## src/rtl/assert_macros.svh

```systemverilog
// Assertion macros used by the top RTL file of the dirty rectangle tracker.
`ifndef ASSERT_MACROS_SVH
`define ASSERT_MACROS_SVH
`ifndef NO_ASSERTIONS
// Condition in one cycle implies consequence in the same cycle.
`define ASSERT_IMP(lbl, clk, rst, ante, cons) \
   lbl: assert property (@(posedge clk) disable iff (rst) (ante) |-> (cons)) \
      else $error("assertion failed");
// Condition in one cycle implies consequence in the next cycle.
`define ASSERT_NXT(lbl, clk, rst, ante, cons) \
   lbl: assert property (@(posedge clk) disable iff (rst) (ante) |=> (cons)) \
      else $error("assertion failed");
`else
`define ASSERT_IMP(lbl, clk, rst, ante, cons)
`define ASSERT_NXT(lbl, clk, rst, ante, cons)
`endif
`endif

```

## src/rtl/drmt_pkg.sv

```systemverilog
// Types, codes and helper functions of the dirty rectangle tracker.
package drmt_pkg;

   localparam int TABLE_DEPTH_DEF = 128;
   localparam int MAX_SCREEN = 4096;

   localparam logic [1:0] ACT_MARK  = 2'd0;
   localparam logic [1:0] ACT_DRAIN = 2'd1;
   localparam logic [1:0] ACT_CLEAR = 2'd2;

   localparam logic [2:0] REG_SCREEN_W = 3'd0;
   localparam logic [2:0] REG_SCREEN_H = 3'd1;
   localparam logic [2:0] REG_STRATEGY = 3'd2;
   localparam logic [2:0] REG_EX_EN    = 3'd3;
   localparam logic [2:0] REG_EX_LEFT  = 3'd4;
   localparam logic [2:0] REG_EX_TOP   = 3'd5;
   localparam logic [2:0] REG_EX_W     = 3'd6;
   localparam logic [2:0] REG_EX_H     = 3'd7;

   typedef logic signed [18:0] crd_type;

   typedef struct packed {
      logic [11:0] x;
      logic [11:0] y;
      logic [12:0] w;
      logic [12:0] h;
   } box_type;

   typedef struct packed {
      logic    en;
      box_type data;
   } ring_wr_type;

   typedef struct packed {
      logic       start;
      logic       empty;
      logic       done;
      logic [7:0] held;
      box_type    b;
   } job_type;

   typedef struct packed {
      logic [13:0]        sw;
      logic [13:0]        sh;
      logic               ex_on;
      logic signed [15:0] exl;
      logic signed [15:0] ext;
      logic [14:0]        exw;
      logic [14:0]        exh;
   } cfg_type;

   typedef struct packed {
      logic        v;
      logic [11:0] x;
      logic [11:0] y;
      logic [12:0] w;
      logic [12:0] h;
   } piece_type;

   typedef struct packed {
      logic    ok;
      box_type b;
   } clip_type;

   typedef enum logic [3:0] {
      ST_IDLE, ST_SCAN, ST_FULL, ST_WRITE, ST_SW_SEEK, ST_SW_TAIL,
      ST_SW_CHK, ST_SW_PUT, ST_COLL, ST_READ
   } state_type;

   typedef enum logic [1:0] {PS_IDLE, PS_PREP, PS_COMP, PS_EMIT} pstate_type;

   function automatic logic overlaps(box_type a, box_type b);
      logic [13:0] ax;
      logic [13:0] bx;
      logic [13:0] ay;
      logic [13:0] by;
      ax = {2'b0, a.x} + {1'b0, a.w};
      bx = {2'b0, b.x} + {1'b0, b.w};
      ay = {2'b0, a.y} + {1'b0, a.h};
      by = {2'b0, b.y} + {1'b0, b.h};
      return !(ax <= {2'b0, b.x} || bx <= {2'b0, a.x} ||
               ay <= {2'b0, b.y} || by <= {2'b0, a.y});
   endfunction

   function automatic box_type grow(box_type a, box_type b);
      logic [13:0] ax;
      logic [13:0] bx;
      logic [13:0] ay;
      logic [13:0] by;
      logic [13:0] x2;
      logic [13:0] y2;
      box_type     r;
      ax = {2'b0, a.x} + {1'b0, a.w};
      bx = {2'b0, b.x} + {1'b0, b.w};
      ay = {2'b0, a.y} + {1'b0, a.h};
      by = {2'b0, b.y} + {1'b0, b.h};
      r.x = (a.x < b.x) ? a.x : b.x;
      r.y = (a.y < b.y) ? a.y : b.y;
      x2 = (ax > bx) ? ax : bx;
      y2 = (ay > by) ? ay : by;
      r.w = 13'(x2 - {2'b0, r.x});
      r.h = 13'(y2 - {2'b0, r.y});
      return r;
   endfunction

   // Clips a marked rectangle to the screen; ok is low when nothing is left.
   function automatic clip_type clip_mark(logic signed [15:0] x, logic signed [15:0] y,
                                          logic signed [15:0] w, logic signed [15:0] h,
                                          logic [13:0] sw, logic [13:0] sh);
      crd_type  xs;
      crd_type  ys;
      crd_type  xe;
      crd_type  ye;
      crd_type  dx;
      crd_type  dy;
      clip_type r;
      xe = crd_type'(x) + crd_type'(w);
      ye = crd_type'(y) + crd_type'(h);
      xs = (x < 0) ? '0 : crd_type'(x);
      ys = (y < 0) ? '0 : crd_type'(y);
      if (xe > crd_type'({5'b0, sw})) xe = crd_type'({5'b0, sw});
      if (ye > crd_type'({5'b0, sh})) ye = crd_type'({5'b0, sh});
      dx = xe - xs;
      dy = ye - ys;
      r.ok = (w > 0) && (h > 0) && (xe > xs) && (ye > ys);
      r.b.x = xs[11:0];
      r.b.y = ys[11:0];
      r.b.w = dx[12:0];
      r.b.h = dy[12:0];
      return r;
   endfunction

   // One copy piece, clipped to the screen; v is low when it is empty.
   function automatic piece_type make_piece(crd_type x, crd_type y, crd_type w, crd_type h,
                                            logic [13:0] sw, logic [13:0] sh);
      crd_type   xs;
      crd_type   ys;
      crd_type   xe;
      crd_type   ye;
      crd_type   swc;
      crd_type   shc;
      crd_type   dx;
      crd_type   dy;
      piece_type r;
      swc = crd_type'({5'b0, sw});
      shc = crd_type'({5'b0, sh});
      xs = (x < 0) ? '0 : x;
      ys = (y < 0) ? '0 : y;
      xe = x + w;
      ye = y + h;
      r.v = (w > 0) && (h > 0) && (xe > xs) && (ye > ys) && (xs < swc) && (ys < shc);
      if (xe > swc) xe = swc;
      if (ye > shc) ye = shc;
      dx = xe - xs;
      dy = ye - ys;
      r.x = xs[11:0];
      r.y = ys[11:0];
      r.w = dx[12:0];
      r.h = dy[12:0];
      return r;
   endfunction

endpackage

```

## src/rtl/drmt_cell.sv

```systemverilog
// One cell of the rectangle ring: holds one table entry and passes it on each cycle.
module drmt_cell (
   input  logic              clock,
   input  drmt_pkg::box_type d,
   output drmt_pkg::box_type q
);

   drmt_pkg::box_type q_ff;

   always_ff @(posedge clock) begin
      q_ff <= d;
   end

   assign q = q_ff;

endmodule

```

## src/rtl/drmt_ring.sv

```systemverilog
// Rotating ring of table cells with the index of the entry at the head cell.
module drmt_ring #(
   parameter int DEPTH = drmt_pkg::TABLE_DEPTH_DEF
) (
   input  logic                         clock,
   input  logic                         reset,
   input  drmt_pkg::ring_wr_type        wr,
   output drmt_pkg::box_type            head,
   output logic [$clog2(DEPTH)-1:0]     hidx
);

   localparam int IW = $clog2(DEPTH);

   drmt_pkg::box_type q [DEPTH];
   drmt_pkg::box_type tail_d;
   logic [IW-1:0]     hidx_ff;
   logic [IW-1:0]     hidx_in;

   // The head entry re-enters at the tail, replaced when a write is due.
   assign tail_d = wr.en ? wr.data : q[0];

   for (genvar k = 0; k < DEPTH; k++) begin : g_cell
      if (k == DEPTH - 1) begin : g_last
         drmt_cell u_cell (.clock(clock), .d(tail_d), .q(q[k]));
      end else begin : g_mid
         drmt_cell u_cell (.clock(clock), .d(q[k+1]), .q(q[k]));
      end
   end

   assign hidx_in = (hidx_ff == IW'(DEPTH - 1)) ? '0 : hidx_ff + IW'(1);

   always_ff @(posedge clock) begin
      if (reset) begin
         hidx_ff <= '0;
      end else begin
         hidx_ff <= hidx_in;
      end
   end

   assign head = q[0];
   assign hidx = hidx_ff;

endmodule

```

## config.mk

```make
export PLATFORM = sky130hd
export DESIGN_NAME = drmt_ring
export DESIGN_NICKNAME = d
export VERILOG_FILES = /design/src/rtl/assert_macros.svh /design/src/rtl/drmt_pkg.sv /design/src/rtl/drmt_cell.sv /design/src/rtl/drmt_ring.sv
export SDC_FILE = /design/constraint.sdc
export NUM_CORES = 2
export LEC_CHECK = 0
export ABC_CLOCK_PERIOD_IN_PS = 2200
export CAP_MARGIN = 0
export CORE_MARGIN = 4
export CORE_UTILIZATION = 62
export DETAILED_ROUTE_END_ITERATION = 8
export DONT_BUFFER_PORTS = 1
export PLACE_DENSITY = 0.78
export SETUP_SLACK_MARGIN = 0.1
export SYNTH_ARGS = -nofsm -noshare
export SYNTH_HDL_FRONTEND = slang
export SYNTH_SLANG_ARGS = --single-unit
```

## constraint.sdc

```tcl
create_clock -name clock -period 2.2 [get_ports clock]
set_input_delay 0.44 -clock clock [delete_from_list [all_inputs] [get_ports clock]]
set_output_delay 0.44 -clock clock [all_outputs]
set_load 0.02 [all_outputs]
```

### After elaboration in Yosys (flattened, before gate mapping)

Index checks and enable logic that the tools add are counted.

* mux-type cells: 1
* eq/ne operators: 1
* reduce and logical (&&, ||, !) cells: 1
* add/subtract/negate cells: 1

Operators with widths (number)
* 50-bit two-way mux: 1
* 7-bit by 1-bit adder with 7-bit output (second input constant): 1
* 7-bit equality test (second input constant): 1
* 2-bit OR reduction: 1

* register bits: 6407
* logic and storage cells: 517
* input bits: 53
* output and inout port bits: 57

### Logic depth before layout (Yosys ltp)

* word-level depth: 2
* mapped depth: 4
* mapped depth without buffers: 4

### By module

From an unflattened synthesis, not the netlist that was laid out.

* cells, all modules: 6485
* area total of the unflattened synthesis: 128992.5 um^2

Modules (own cells, without submodules)
* drmt_cell: times used 128, area each 1001.0 um^2, cells an instance 50
* drmt_ring: times used 1, area each 869.6 um^2, cells an instance 85

### Worst setup path before layout

OpenSTA, ideal clock, no wires.

* path kind: register -> register
* start point: register hidx_ff[0], in the netlist hidx[0]
* end point: register hidx_ff[6], in the netlist hidx[6]
* data arrival time: 1265 ps
* setup time: 70 ps
* required time: 2130 ps
* setup slack: 865 ps
* stages on the path, launching flop included: 5
* period minus slack after synthesis: 1335 ps
* path through: dfxtp_1 > ha_1 > nand3_1 > or3_1 > a21oi_1

* longest elaborated chain between the ends: 2
* elaborated cells between the ends (all ways): 3

Ends and longest elaborated chain
* start, declared: line drmt_ring.sv:16 `logic [IW-1:0] hidx_ff;`
* start signal, assigned: line drmt_ring.sv:36 `hidx_ff <= hidx_in;`
* branches (longest 2 deep; another with 7-bit by 1-bit adder with 7-bit output)

Several ways; the timed one is not identified.
A chain may end at the register's enable or synchronous reset.

### Worst setup path in the final report

* start point: register hidx_ff[4], in the netlist hidx[4]
* end point: output port hidx[4]

RTL lines
* end, declared: line drmt_ring.sv:9 `output logic [$clog2(DEPTH)-1:0] hidx`

No word-level cell between the ends.

==> flow_metrics.py <==
metrics = {
    "outcome": {
        "status": "complete, no violations",
    },
    "placement": {
        "pre_cts_ws_ns": 0.738,
        "dp_cells": 9268,
        "hpwl_um": 57800,
        "io_buffers": 0,
        "globalplace.congestion": 0.736,
    },
    "cts": {
        "htree_levels": 6,
        "cts.sinks": 6407,
        "cts_tree": "built",
        "cts_root_buffer": "clkbuf_16",
        "clock_latency_ns": 0.93,
        "post-cts-setup-buffer-count": 0,
        "cts_made_buffers": 555,
        "clk_pin_slew_ns": 0.07,
        "cts-root-to-sink-buffers": 4,
    },
    "timing": {
        "worst_slack_ns": 0.253,
        "hold_ws_ns": 0.229,
        "tns_ns": 0,
        "max_slew_margin_pct": 70.3,
        "tightestPinTransition_ns": 0.444,
        "rsz0062_at_grt": "no",
        "finClkSkew_ns": 0.0443,
        "maxSlewViolCount": 0,
        "min_period_ns": 1.95,
        "finalSetupViolations": 0,
        "fmax_mhz": 514,
        "fin_crit_sh_pct": 88.5,
        "hold_viol": 0,
    },
    "setup_path": {
        "critPathLaunchType": "flop",
        "cp.arrival_ns": 1.51,
        "critPathCaptureType": "output pin",
        "required_ns": 1.76,
        "timing_worst_setup_path_type": "flop to output pin",
        "cp_max_fo": 5,
    },
    "synthesis": {
        "synth-seq-cells": 6407,
        "yosysWarningCount": 0,
        "synthCells": 6485,
        "synth.distinct_cells": 19,
        "synthesis.nets": 6539,
        "ys_seq_area_share_pct": 99.4,
        "synth_area_um2": 129000,
        "synth.avg_cell_area_um2": 19.9,
    },
    "drt": {
        "drt-wirelength-per-cell_um": 15.7,
        "num_vias": 42777,
        "post-route-drc-count": 0,
        "drt_pass1_iterations": 4,
        "drt_iter0_drc": 2054,
        "viasPerCell": 4.14,
        "wl_um": 163000,
        "antenna_left": 0,
    },
    "finish": {
        "num-fill-cells": 11209,
        "stdcell_count": 10325,
        "final_nets": 7192,
        "seqCellArea_um2": 128000,
        "multi_input_comb_area_um2": 697,
        "layout-drive-gt1-share_pct": 12.0,
        "area_delta_synth_final_pct": 17.6,
    },
    "die": {
        "io_pins": 110,
        "core_area_um2": 207000,
        "start_util_pct": 62.3,
        "die_area_um2": 215000,
        "fp.dieW_um": 464,
        "row_count": 167,
        "die_h_um": 464,
    },
    "grt": {
        "grt_pass1_vias": 48391,
        "grt_pass1_wl_um": 268000,
        "grt.total_usage_pct": 15.6,
        "grt_max_degree": 51,
        "gr-total-overflow": 0,
        "antenna_found_initial": 13,
    },
    "power": {
        "comb_power_share_pct": 0.1,
        "pwr-share-clk_pct": 44.6,
        "powerDensity_nw_per_um2": 1420,
        "p_leak_nw": 62.1,
        "power.total_w": 0.216,
        "p_int_w": 0.175,
        "p_sw_w": 0.0407,
        "ir_drop_uv": 981,
        "swShare_pct": 18.9,
        "seqPwrFrac_pct": 55.3,
    },
    "min_path": {
        "worstHoldPathType": "input port to flop",
    },
    "run": {
        "cap_violations": 0,
    },
}
[power by group through the flow]
| stage | Sequential [W] | Combinational (W) | Clock [W] |
|---|---|---|---|
| final | 0.119 | 0.000239 | 0.0961 |
| after global routing | 0.119 | 0.000253 | 0.103 |
| after CTS | 0.119 | 0.000225 | 0.0983 |
| after detailed placement | 0.122 | 0.0000744 | 0 |
| after global placement | 0.122 | 0.0000714 | 0 |
| after floorplan | 0.121 | 0.0000776 | 0 |
[what timing repair did]
action                    CTS  global route
hold endpoints to repair   57             0
gates resized for setup     0             0
hold buffers              101             0
[sequential cells by signal, summed over array words and instances, names as in the netlist]
register	flops
g_cell.g_last.u_cell.q	50
g_cell.g_mid.u_cell.q	6350
hidx	7
[per-layer routing]
| metal | part of all wire (%) | vias up | GRT usage, % |
|---|---|---|---|
| met5 | 0 | - | 0 |
| met3 | 4.1 | 379 | 3.70 |
| met1 | 46 | 20370 | 20.9 |
| li1 | - | 21369 | - |
| met4 | 2.9 | 0 | 6.07 |
| met2 | 47 | 659 | 24.7 |
[stage by stage]
step / utilization, % / cell area (um2)
floorplan: - / 129000
global placement: 64.0 / 132000
detailed placement: 64.0 / 132000
CTS: 73.3 / 152000
global route: 73.3 / 152000
finish: 73.3 / 152000
[layout by cell type (no fill, tap or decap), drive strengths merged]
master,instances
inv,14
nand3,2
bufinv,32
o21ai,2
diode,7
mux2,50
a41o,1
clkinvlp,7
nand2,2
or3,2
clkinv,91
a21oi,2
clkbuf,806
dfxtp,6407
and3,1
nor2,5
xnor2,2
ha,1
dlygate4sd3,101
buf,1
xor2,1
[area by class of cell]
| type | count | area share, % |
|---|---|---|
| clock buffer | 806 | 11.0 |
| antenna | 7 | 0.0115 |
| clock inverter | 143 | 1.07 |
| tap | 2788 | 2.30 |
| sequential | 6407 | 84.5 |
| timing repair buffer | 102 | 0.671 |
| inverter | 1 | 0.00247 |
| multi-input combinational | 71 | 0.459 |
[cells by family (layout without fill, tap and decap cells)]
logic type	after synthesis	in the layout	synth area share, %
flops	6407	6407	99.4
mux	50	50	0.436
simple gates	12	12	0.0475
buf+inv	7	1052	0.0252
compound gates	5	5	0.0262
xor+xnor	3	3	0.0204
fa+ha+maj	1	1	0.00970
other cells	0	7	0
[Yosys cell counts]
master / instances / share of area (%)
nand3_1: 1 / 0.0039
dfxtp_1: 6407 / 99
mux2_2: 46 / 0.40
o21ai_0: 2 / 0.0078
a41o_1: 1 / 0.0078
buf_2: 5 / 0.019
inv_1: 1 / 0.0029
nor2_1: 5 / 0.015
a21oi_1: 1 / 0.0039
and3_2: 1 / 0.0058
nand3_2: 1 / 0.0078
xnor2_1: 2 / 0.014
mux2_1: 4 / 0.035
xor2_1: 1 / 0.0068
a21oi_2: 1 / 0.0068
or3_1: 2 / 0.0097
ha_1: 1 / 0.0097
nand2_1: 2 / 0.0058
clkbuf_1: 1 / 0.0029
[final timing paths]
path / endpoint / cells past startpoint / startpoint / slack (ns)
min: g_cell[127].g_last.u_cell.q[27] / 2 / wr[50] / 0.23
min reg2reg: g_cell[29].g_mid.u_cell.q[27] / 0 / g_cell[30].g_mid.u_cell.q[27] / 0.29
max: hidx[4] / 0 / hidx[4] / 0.25
max reg2reg: hidx[6] / 4 / hidx[1] / 0.67
Power figures use the tool's default switching activity.
