==> src/rtl/assert_macros.svh <==
// Assertion macros used by the top RTL file of the dirty rectangle tracker.
`ifndef ASSERT_MACROS_SVH
`define ASSERT_MACROS_SVH
`ifndef NO_ASSERTIONS
// Condition in one cycle implies consequence in the same cycle.
`define ASSERT_IMP(lbl, clk, rst, ante, cons) \
   lbl: assert property (@(posedge clk) disable iff (rst) (ante) |-> (cons)) \
      else $error("assertion failed");
// Condition in one cycle implies consequence in the next cycle.
`define ASSERT_NXT(lbl, clk, rst, ante, cons) \
   lbl: assert property (@(posedge clk) disable iff (rst) (ante) |=> (cons)) \
      else $error("assertion failed");
`else
`define ASSERT_IMP(lbl, clk, rst, ante, cons)
`define ASSERT_NXT(lbl, clk, rst, ante, cons)
`endif
`endif

==> src/rtl/drmt_pkg.sv <==
// Types, codes and helper functions of the dirty rectangle tracker.
package drmt_pkg;

   localparam int TABLE_DEPTH_DEF = 128;
   localparam int MAX_SCREEN = 4096;

   localparam logic [1:0] ACT_MARK  = 2'd0;
   localparam logic [1:0] ACT_DRAIN = 2'd1;
   localparam logic [1:0] ACT_CLEAR = 2'd2;

   localparam logic [2:0] REG_SCREEN_W = 3'd0;
   localparam logic [2:0] REG_SCREEN_H = 3'd1;
   localparam logic [2:0] REG_STRATEGY = 3'd2;
   localparam logic [2:0] REG_EX_EN    = 3'd3;
   localparam logic [2:0] REG_EX_LEFT  = 3'd4;
   localparam logic [2:0] REG_EX_TOP   = 3'd5;
   localparam logic [2:0] REG_EX_W     = 3'd6;
   localparam logic [2:0] REG_EX_H     = 3'd7;

   typedef logic signed [18:0] crd_type;

   typedef struct packed {
      logic [11:0] x;
      logic [11:0] y;
      logic [12:0] w;
      logic [12:0] h;
   } box_type;

   typedef struct packed {
      logic    en;
      box_type data;
   } ring_wr_type;

   typedef struct packed {
      logic       start;
      logic       empty;
      logic       done;
      logic [7:0] held;
      box_type    b;
   } job_type;

   typedef struct packed {
      logic [13:0]        sw;
      logic [13:0]        sh;
      logic               ex_on;
      logic signed [15:0] exl;
      logic signed [15:0] ext;
      logic [14:0]        exw;
      logic [14:0]        exh;
   } cfg_type;

   typedef struct packed {
      logic        v;
      logic [11:0] x;
      logic [11:0] y;
      logic [12:0] w;
      logic [12:0] h;
   } piece_type;

   typedef struct packed {
      logic    ok;
      box_type b;
   } clip_type;

   typedef enum logic [3:0] {
      ST_IDLE, ST_SCAN, ST_FULL, ST_WRITE, ST_SW_SEEK, ST_SW_TAIL,
      ST_SW_CHK, ST_SW_PUT, ST_COLL, ST_READ
   } state_type;

   typedef enum logic [1:0] {PS_IDLE, PS_PREP, PS_COMP, PS_EMIT} pstate_type;

   function automatic logic overlaps(box_type a, box_type b);
      logic [13:0] ax;
      logic [13:0] bx;
      logic [13:0] ay;
      logic [13:0] by;
      ax = {2'b0, a.x} + {1'b0, a.w};
      bx = {2'b0, b.x} + {1'b0, b.w};
      ay = {2'b0, a.y} + {1'b0, a.h};
      by = {2'b0, b.y} + {1'b0, b.h};
      return !(ax <= {2'b0, b.x} || bx <= {2'b0, a.x} ||
               ay <= {2'b0, b.y} || by <= {2'b0, a.y});
   endfunction

   function automatic box_type grow(box_type a, box_type b);
      logic [13:0] ax;
      logic [13:0] bx;
      logic [13:0] ay;
      logic [13:0] by;
      logic [13:0] x2;
      logic [13:0] y2;
      box_type     r;
      ax = {2'b0, a.x} + {1'b0, a.w};
      bx = {2'b0, b.x} + {1'b0, b.w};
      ay = {2'b0, a.y} + {1'b0, a.h};
      by = {2'b0, b.y} + {1'b0, b.h};
      r.x = (a.x < b.x) ? a.x : b.x;
      r.y = (a.y < b.y) ? a.y : b.y;
      x2 = (ax > bx) ? ax : bx;
      y2 = (ay > by) ? ay : by;
      r.w = 13'(x2 - {2'b0, r.x});
      r.h = 13'(y2 - {2'b0, r.y});
      return r;
   endfunction

   // Clips a marked rectangle to the screen; ok is low when nothing is left.
   function automatic clip_type clip_mark(logic signed [15:0] x, logic signed [15:0] y,
                                          logic signed [15:0] w, logic signed [15:0] h,
                                          logic [13:0] sw, logic [13:0] sh);
      crd_type  xs;
      crd_type  ys;
      crd_type  xe;
      crd_type  ye;
      crd_type  dx;
      crd_type  dy;
      clip_type r;
      xe = crd_type'(x) + crd_type'(w);
      ye = crd_type'(y) + crd_type'(h);
      xs = (x < 0) ? '0 : crd_type'(x);
      ys = (y < 0) ? '0 : crd_type'(y);
      if (xe > crd_type'({5'b0, sw})) xe = crd_type'({5'b0, sw});
      if (ye > crd_type'({5'b0, sh})) ye = crd_type'({5'b0, sh});
      dx = xe - xs;
      dy = ye - ys;
      r.ok = (w > 0) && (h > 0) && (xe > xs) && (ye > ys);
      r.b.x = xs[11:0];
      r.b.y = ys[11:0];
      r.b.w = dx[12:0];
      r.b.h = dy[12:0];
      return r;
   endfunction

   // One copy piece, clipped to the screen; v is low when it is empty.
   function automatic piece_type make_piece(crd_type x, crd_type y, crd_type w, crd_type h,
                                            logic [13:0] sw, logic [13:0] sh);
      crd_type   xs;
      crd_type   ys;
      crd_type   xe;
      crd_type   ye;
      crd_type   swc;
      crd_type   shc;
      crd_type   dx;
      crd_type   dy;
      piece_type r;
      swc = crd_type'({5'b0, sw});
      shc = crd_type'({5'b0, sh});
      xs = (x < 0) ? '0 : x;
      ys = (y < 0) ? '0 : y;
      xe = x + w;
      ye = y + h;
      r.v = (w > 0) && (h > 0) && (xe > xs) && (ye > ys) && (xs < swc) && (ys < shc);
      if (xe > swc) xe = swc;
      if (ye > shc) ye = shc;
      dx = xe - xs;
      dy = ye - ys;
      r.x = xs[11:0];
      r.y = ys[11:0];
      r.w = dx[12:0];
      r.h = dy[12:0];
      return r;
   endfunction

endpackage

==> src/rtl/drmt_piece.sv <==
// Drain unit: splits one entry into copy pieces and drives the result register.
module drmt_piece (
   input  logic              clock,
   input  logic              reset,
   input  drmt_pkg::job_type job,
   input  drmt_pkg::cfg_type cfg,
   output logic              busy,
   output logic              rsp_valid,
   input  logic              rsp_ready,
   output logic [11:0]       rsp_piece_left,
   output logic [11:0]       rsp_piece_top,
   output logic [12:0]       rsp_piece_width,
   output logic [12:0]       rsp_piece_height,
   output logic              rsp_piece_valid,
   output logic              rsp_last_of_run,
   output logic              rsp_frame_done,
   output logic [7:0]        rsp_entries_held
);

   localparam logic [1:0] PC_TOP    = 2'd0;
   localparam logic [1:0] PC_BOTTOM = 2'd1;
   localparam logic [1:0] PC_LEFT   = 2'd2;
   localparam logic [1:0] PC_RIGHT  = 2'd3;

   drmt_pkg::pstate_type state_ff, state_in;
   drmt_pkg::box_type    b_ff;
   logic                 done_ff, empty_ff;
   logic [7:0]           held_ff;
   drmt_pkg::crd_type    x0_ff, y0_ff, x1_ff, y1_ff, ex1_ff, ey1_ff;
   drmt_pkg::crd_type    x0_in, y0_in, x1_in, y1_in, ex1_in, ey1_in;
   logic                 act_ff, act_in;
   logic [1:0]           k_ff;
   drmt_pkg::piece_type  buf_ff [4];
   logic [3:0]           mask_ff, mask_in;
   drmt_pkg::piece_type  pc;
   drmt_pkg::crd_type    ex0, ey0, cx, cy, cw, ch;
   logic [1:0]           sel;
   logic [3:0]           sel_oh;
   logic                 load, last;
   drmt_pkg::piece_type  rec;

   logic                 rv_ff;
   drmt_pkg::piece_type  out_ff;
   logic                 last_ff, fdone_ff;
   logic [7:0]           oheld_ff;

   assign ex0 = drmt_pkg::crd_type'(cfg.exl);
   assign ey0 = drmt_pkg::crd_type'(cfg.ext);

   // Entry edges clipped to the screen, and the far edges of the exclusion box.
   always_comb begin
      x0_in  = drmt_pkg::crd_type'({7'b0, b_ff.x});
      y0_in  = drmt_pkg::crd_type'({7'b0, b_ff.y});
      x1_in  = x0_in + drmt_pkg::crd_type'({6'b0, b_ff.w});
      y1_in  = y0_in + drmt_pkg::crd_type'({6'b0, b_ff.h});
      if (x1_in > drmt_pkg::crd_type'({5'b0, cfg.sw})) x1_in = drmt_pkg::crd_type'({5'b0, cfg.sw});
      if (y1_in > drmt_pkg::crd_type'({5'b0, cfg.sh})) y1_in = drmt_pkg::crd_type'({5'b0, cfg.sh});
      act_in = !empty_ff && (x1_in > x0_in) && (y1_in > y0_in);
      ex1_in = ex0 + drmt_pkg::crd_type'({4'b0, cfg.exw});
      ey1_in = ey0 + drmt_pkg::crd_type'({4'b0, cfg.exh});
   end

   always_comb begin
      cx = x0_ff;
      cy = y0_ff;
      cw = x1_ff - x0_ff;
      ch = y1_ff - y0_ff;
      if (cfg.ex_on) begin
         case (k_ff)
            PC_TOP: begin
               ch = ey0 - y0_ff;
            end
            PC_BOTTOM: begin
               cy = ey1_ff;
               ch = y1_ff - ey1_ff;
            end
            PC_LEFT: begin
               cy = ey0;
               cw = ex0 - x0_ff;
               ch = ey1_ff - ey0;
            end
            PC_RIGHT: begin
               cx = ex1_ff;
               cy = ey0;
               cw = x1_ff - ex1_ff;
               ch = ey1_ff - ey0;
            end
            default: begin
               cx = x0_ff;
            end
         endcase
      end
      pc = drmt_pkg::make_piece(cx, cy, cw, ch, cfg.sw, cfg.sh);
      if (!act_ff || (!cfg.ex_on && k_ff != PC_TOP)) pc.v = 1'b0;
   end

   always_comb begin
      sel    = 2'd0;
      sel_oh = 4'b0001;
      if (mask_ff[0]) begin
         sel = 2'd0; sel_oh = 4'b0001;
      end else if (mask_ff[1]) begin
         sel = 2'd1; sel_oh = 4'b0010;
      end else if (mask_ff[2]) begin
         sel = 2'd2; sel_oh = 4'b0100;
      end else begin
         sel = 2'd3; sel_oh = 4'b1000;
      end
      last = ((mask_ff & ~sel_oh) == 4'b0000);
      rec  = (mask_ff == 4'b0000) ? '0 : buf_ff[sel];
      load = (state_ff == drmt_pkg::PS_EMIT) && (!rv_ff || rsp_ready);
   end

   always_comb begin
      state_in = state_ff;
      case (state_ff)
         drmt_pkg::PS_IDLE: if (job.start) state_in = drmt_pkg::PS_PREP;
         drmt_pkg::PS_PREP: state_in = drmt_pkg::PS_COMP;
         drmt_pkg::PS_COMP: if (k_ff == PC_RIGHT) state_in = drmt_pkg::PS_EMIT;
         drmt_pkg::PS_EMIT: if (load && last) state_in = drmt_pkg::PS_IDLE;
         default: state_in = drmt_pkg::PS_IDLE;
      endcase
   end

   always_comb begin
      mask_in = mask_ff;
      case (state_ff)
         drmt_pkg::PS_PREP: mask_in = 4'b0000;
         drmt_pkg::PS_COMP: mask_in = mask_ff | (pc.v ? (4'b0001 << k_ff) : 4'b0000);
         drmt_pkg::PS_EMIT: if (load) mask_in = mask_ff & ~sel_oh;
         default: mask_in = mask_ff;
      endcase
   end

   always_ff @(posedge clock) begin
      if (reset) begin
         state_ff <= drmt_pkg::PS_IDLE;
         rv_ff    <= 1'b0;
      end else begin
         state_ff <= state_in;
         if (load) begin
            rv_ff <= 1'b1;
         end else if (rsp_ready) begin
            rv_ff <= 1'b0;
         end
      end
   end

   always_ff @(posedge clock) begin
      mask_ff <= mask_in;
      if (job.start && state_ff == drmt_pkg::PS_IDLE) begin
         b_ff     <= job.b;
         done_ff  <= job.done;
         empty_ff <= job.empty;
         held_ff  <= job.held;
         k_ff     <= PC_TOP;
      end
      if (state_ff == drmt_pkg::PS_PREP) begin
         x0_ff  <= x0_in;
         y0_ff  <= y0_in;
         x1_ff  <= x1_in;
         y1_ff  <= y1_in;
         ex1_ff <= ex1_in;
         ey1_ff <= ey1_in;
         act_ff <= act_in;
      end
      if (state_ff == drmt_pkg::PS_COMP) begin
         buf_ff[k_ff] <= pc;
         k_ff         <= k_ff + 2'd1;
      end
      if (load) begin
         out_ff   <= rec;
         last_ff  <= last;
         fdone_ff <= last && done_ff;
         oheld_ff <= held_ff;
      end
   end

   assign busy             = (state_ff != drmt_pkg::PS_IDLE);
   assign rsp_valid        = rv_ff;
   assign rsp_piece_left   = out_ff.x;
   assign rsp_piece_top    = out_ff.y;
   assign rsp_piece_width  = out_ff.w;
   assign rsp_piece_height = out_ff.h;
   assign rsp_piece_valid  = out_ff.v;
   assign rsp_last_of_run  = last_ff;
   assign rsp_frame_done   = fdone_ff;
   assign rsp_entries_held = oheld_ff;

endmodule

==> config.mk <==
export PLATFORM = sky130hd
export DESIGN_NAME = drmt_piece
export DESIGN_NICKNAME = d
export VERILOG_FILES = /design/src/rtl/assert_macros.svh /design/src/rtl/drmt_pkg.sv /design/src/rtl/drmt_piece.sv
export SDC_FILE = /design/constraint.sdc
export NUM_CORES = 1
export LEC_CHECK = 0
export BUFFER_PORTS_ARGS = -buffer_cell sky130_fd_sc_hd__buf_2
export CORE_ASPECT_RATIO = 1.4
export CORE_MARGIN = 4
export CORE_UTILIZATION = 40
export CTS_CLUSTER_SIZE = 28
export DETAILED_ROUTE_END_ITERATION = 6
export GPL_ROUTABILITY_DRIVEN = 0
export GPL_TIMING_DRIVEN = 0
export HOLD_SLACK_MARGIN = 0.02
export PLACE_DENSITY = 0.64
export SETUP_SLACK_MARGIN = 0.05
export SYNTH_ARGS = -nofsm -noshare
export SYNTH_HDL_FRONTEND = slang
export SYNTH_SLANG_ARGS = --single-unit
==> constraint.sdc <==
create_clock -name clock -period 11.3 [get_ports clock]
set_clock_uncertainty 0.05 [all_clocks]
set_input_delay 2.26 -clock clock [delete_from_list [all_inputs] [get_ports clock]]
set_output_delay 2.26 -clock clock [all_outputs]
set_load 0.05 [all_outputs]
-- Yosys cells after proc, flatten, opt, wreduce, memory -nomap -nowiden
Memory sizes are Yosys's and may differ from the RTL's. A register that Yosys moved wholly into a read port is not among the register bits.
Cells that the tools add are included.
- add/sub/neg operators: 16
- $mul: 0
- div/mod/pow operators: 0
- magnitude comparators: 14
- equal/unequal tests: 10
- shifts and indexed selects: 1
- muxes and demuxes: 34
- bitwise gates (word level): 3
- reductions and logical operators: 30
- operator list (operator ; count):
    $mux 19 ; 7
    $pmux 19 s2 ; 2
    $pmux 19 s3 ; 1
    $add 19x19->19 ; 2
    $gt 19x1->1 const B ; 2
    $gt 19x13->1 ; 2
    $gt 19x15->1 ; 2
    $gt 19x19->1 ; 2
    $lt 19x1->1 const B ; 2
    $lt 19x15->1 ; 2
    $sub 19x13->19 ; 2
    $sub 19x19->19 ; 2
    $add 16x16->17 ; 2
    $sub 16x13->17 ; 2
    $add 12x13->14 ; 2
    $gt 14x14->1 ; 2
    $mux 14 ; 2
    $mux 13 ; 2
    $sub 13x13->13 ; 2
    $mux 4 ; 5
    $sub 19x16->19 ; 1
    $mux 2 ; 7
    $logic_and 1x1->1 ; 12
    $pmux 4 s3 ; 1
    other kinds (20) ; 40
- register bits after elaboration: 180
- latch bits: 0
- bits in writable memories: 204
- ROM bits: 0
- input port bits: 155
- memories kept: 1
- memories (memory ; depth ; width ; rd ports ; clocked after memory_dff ; write ports ; RTL line ; RTL):
    buf_ff ; 4 ; 51 ; 1 ; 1 ; 1 ; drmt_piece.sv:33 ; drmt_pkg::piece_type buf_ff [4];

-- Longest topological paths before layout
- depth in word-level cells: 14
- gate-level depth with buffers: 42

-- Worst setup path after synthesis
OpenSTA, ideal clock, no wires.
- kind: input to register
- from: input port cfg[46] in the netlist's numbering
- to: memory buf_ff[0][25] in the netlist's numbering, data pin
- library setup time: 274 ps
- arrival time: 9154 ps
- data required time: 10976 ps
- path slack: 1823 ps
- stages on the path: 38
- buffers on the path: 2
- path through: inv_1 ha_1 fa_1 nand2b_1 a21oi_1 o21bai_1 a31oi_1 xor2_1 a21oi_1 a21bo_2 ha_1 clkbuf_1 a21o_1 a21oi_1 o21ai_0 a221o_1 xor2_1 ha_1 (+2 left out) o211ai_1 a31oi_1 buf_2 a21oi_1 ha_1 inv_1 fa_1 nand2_1 nand2_1 a21oi_1 o21ai_0 a21oi_1 o21bai_1 a21oi_1 o21ai_0 o41a_1 xnor2_1 xnor2_1
- RTL lines (item ; RTL line ; RTL):
    start, declared ; drmt_piece.sv:6 ; input drmt_pkg::cfg_type cfg,
    end, declared ; drmt_piece.sv:33 ;

==> summary.md <==
| Metric | Value |
|---|---|
| Status | complete, no violations |
| Clk root buf | clkbuf_16 |
| DRC viols | 0 |
| Die ar. | between 70000 and 80000 µm² |
| Worst Setup Start Kind | input port |
| Syn_nets | about 3500 |
| CTS H-tree depth | 2 |
| Grt ovf | 0 |
| Post-synthesis sequential area ratio | 0.420 |
| Hold Path Class | reg -> reg |
| EDFF count, synth | approximately 420 |
| Number of CTS-inserted buffers | 45 |
| Max cap viols | 0 |
| Die Ht | around 330 µm |
| Largest net degree at the start of global routing | 62 |
| Initial antenna violation count | 4 |
| Post-Synthesis Cell Area | between 30000 and 40000 µm² |
| Unrepaired setup endpoints after global routing | no |
| First drt pass iteration count | 6 |
| GR peak layer | met2 |
| WP data required | about 12 ns |
| WHS Endpoint | rsp_entries_held[7] |
| Average size of a mapped cell | between 10 and 15 µm² |
| Unique masters post-synth | a little under 100 |
| Final WL | about 85000 µm |
| Final hold viol count | 0 |
| Reg-to-reg endpoint | buf_ff[1][25] |
| Reg2reg path depth | 37 |
| Final Core Density | 0.458 |
| CTS Sinks | roughly 420 |
| Synth Register Bits | approximately 420 |
| DRT antenna net count | 0 |
| Hold path depth | 0 |
| Number of global-route vias before repair | ~23000 |
| Largest stage delay on the critical path | approximately 0.65 ns |
| Final Max Tran Viols | 0 |
| Global-route met3 utilization | 0.0239 |
| Main flop type after synthesis | edfxtp_1 |
| CTS clk-pin slew, worst paths | 0.06 ns |
| Flop-to-flop setup slack | between 1 and 1.5 ns |
| Post-CTS Setup Bufs | 0 |
| Finished Layout Cells | between 4000 and 5000 |
| Hold wc startpoint | held_ff[7] |
| Inst Count DP | roughly 4100 |
| DRT iter0 DRCs | around 1400 |
| # rows | ~120 |
| CP arrival | between 10 and 15 ns |
| Syn-to-layout area delta | 13.1% |
| IO Count | between 200 and 250 |
| Die Width | 240 µm |
| Reg-to-Reg Start | k_ff[0] |
| Asr flop ratio synth | 0 |
| Met1 usage in global routing | 0.267 |
| Top cell by count, worst path | o21ai_0 |
| Net count, final | approximately 3700 |
| Share of layout cells above drive strength 1 | 0.125 |
| Slew headroom | 0.255 |
| First-pass GRT wire length | around 130000 µm |
| Actual slew at the worst max-slew pin | 1.12 ns |
| Minimum clock period | 10.59 ns |
| GRT Overall Usage | 0.206 |
| Clk_lat worst skew | 0.63 ns |
| Post-Syn Instances | approximately 3000 |
| Worst Path Max Fanout | 10 |
| CORE AREA | 74300 µm² |
| Fmax | 94.5 MHz |
| CTS tree | done |
| M2 GR Usage | 0.349 |
| Final WS setup | ~0.71 ns |
| IO buf count | 217 |
| Worst setup EP type | flip-flop |
| CTS max path bufs | 3 |
| Post-DP HPWL | slightly below 70000 µm |
| FILL cells | approximately 7000 |
| Setup violations, final | 0 |
| CP max stage cell | or4b_2 |
| Cts hold-fix bufs | 0 |
| Vias | 23541 |
| Routed wire per std cell | roughly 20 µm |
| Tcrit/Tclk final | 0.937 |
| Vias per cell | 5.58 |
| Pre-CTS setup slack | -0.262 ns |
| YS warnings | 0 |
| Initial Util | 0.405 |
| Worst Setup Path Type | in -> reg |
==> cells in the mapped netlist, types with 36 or more instances <==
cell type / instances / share of area
mux2i_1: 67 / 0.022
nor2_1: 294 / 0.037
edfxtp_1: 418 / 0.42
inv_1: 255 / 0.032
nor3_1: 50 / 0.0083
a21o_1: 61 / 0.015
nand2b_1: 36 / 0.0075
nand3_1: 36 / 0.0060
nand2_1: 144 / 0.018
xor2_1: 45 / 0.013
o21a_1: 60 / 0.015
ha_1: 351 / 0.15
a21oi_1: 251 / 0.042
clkbuf_1: 48 / 0.0060
nor2b_1: 38 / 0.0079
o21ai_0: 154 / 0.026
xnor2_1: 104 / 0.030
==> worst max path at each step <==
stage | from | endpoint | slack (ns)
finish | cfg[62] | buf_ff[0][11] | 0.71
floorplan | cfg[46] | buf_ff[0][25] | 1.82
global route | cfg[46] | buf_ff[0][25] | 0.15
global placement | cfg[62] | buf_ff[1][11] | -0.22
CTS | cfg[62] | buf_ff[0][11] | 0.38
detailed placement | cfg[62] | buf_ff[3][11] | -0.26
==> cell usage in the layout (no fill, tap or decap), types with 36 or more instances in the layout <==
cell / netlist / layout
a21o_1: 61 / 61
nand3_1: 36 / 36
edfxtp_1: 418 / 418
xor2_1: 45 / 45
nand2b_1: 36 / 36
clkbuf_16: 0 / 45
nor2_1: 294 / 290
nor3_1: 50 / 50
o21ai_0: 154 / 154
ha_1: 351 / 350
a21oi_1: 251 / 251
clkbuf_1: 48 / 59
nor2b_1: 38 / 37
xnor2_1: 104 / 104
nand2_1: 144 / 144
mux2i_1: 67 / 67
o21a_1: 60 / 60
inv_1: 255 / 255
buf_2: 3 / 220
==> stage by stage <==
step	area [µm²]	hold slack, ns	setup TNS (ns)
6_report	34000	0.368	0
5_1_grt	34000	0.374	0
4_1_cts	34000	0.371	0
3_5_place_dp	32500	0.356	-1.40
3_3_place_gp	32300	0.351	-0.891
2_1_floorplan	30100	0.350	0
==> worst max-delay path: cells and delay by family <==
kind | cells | cell delay, ns
XOR/XNOR | 1 | 0.51
AO/OA/AOI/OAI | 17 | 3.51
adder cells (fa/ha/maj) | 4 | 1.10
AND/OR/NAND/NOR | 8 | 1.80
buffers and inverters | 6 | 1.65
==> logic make-up after synthesis <==
group / share of synthesized area
XOR/XNOR: 0.0434
AND/OR/NAND/NOR: 0.124
multiplexers: 0.0354
flip-flops: 0.420
adder cells (fa/ha/maj): 0.157
buffers and inverters: 0.0443
AO/OA/AOI/OAI: 0.177
==> repair_timing <==
item                       4_1_cts  5_1_grt
setup endpoints to repair        0        8
gates resized for setup          0        1
hold endpoints to repair         0        0
==> flip-flops by register name, indices dropped and copies added (netlist names), 2 cells and up <==
signal and cells:
rsp_piece_top 12, b_ff 50, rsp_piece_width 13, rsp_entries_held 8, rsp_piece_left 12, state_ff 2, buf_ff 204, rsp_piece_height 13
x0_ff 12, held_ff 8, mask_ff 4, y1_ff 14, ey1_ff 17, y0_ff 12, x1_ff 14, k_ff 2
ex1_ff 17
==> per-layer routing <==
| metal | vias to the layer above | wire length [µm] |
|---|---|---|
| li1 | 11503 | - |
| met1 | 11207 | 35900 |
| met3 | 170 | 4130 |
| met2 | 661 | 40800 |
| met4 | 0 | 4080 |
| met5 | - | 0 |
==> layout make-up <==
cell class	count	area, µm²	share of cell area
well taps	960	1200	0.0353
multi-input cells	2201	16200	0.476
clock inverters	25	267	0.00784
repair buffers	223	1210	0.0357
diodes	5	12.5	0.000368
inverters	256	961	0.0283
flip-flops and latches	421	12600	0.371
clock buffers	56	1170	0.0344
plain buffers	72	370	0.0109
Power is left out: the tool's default activity adds up to more than one toggle a clock period on the data nets, which glitch-free logic cannot reach.
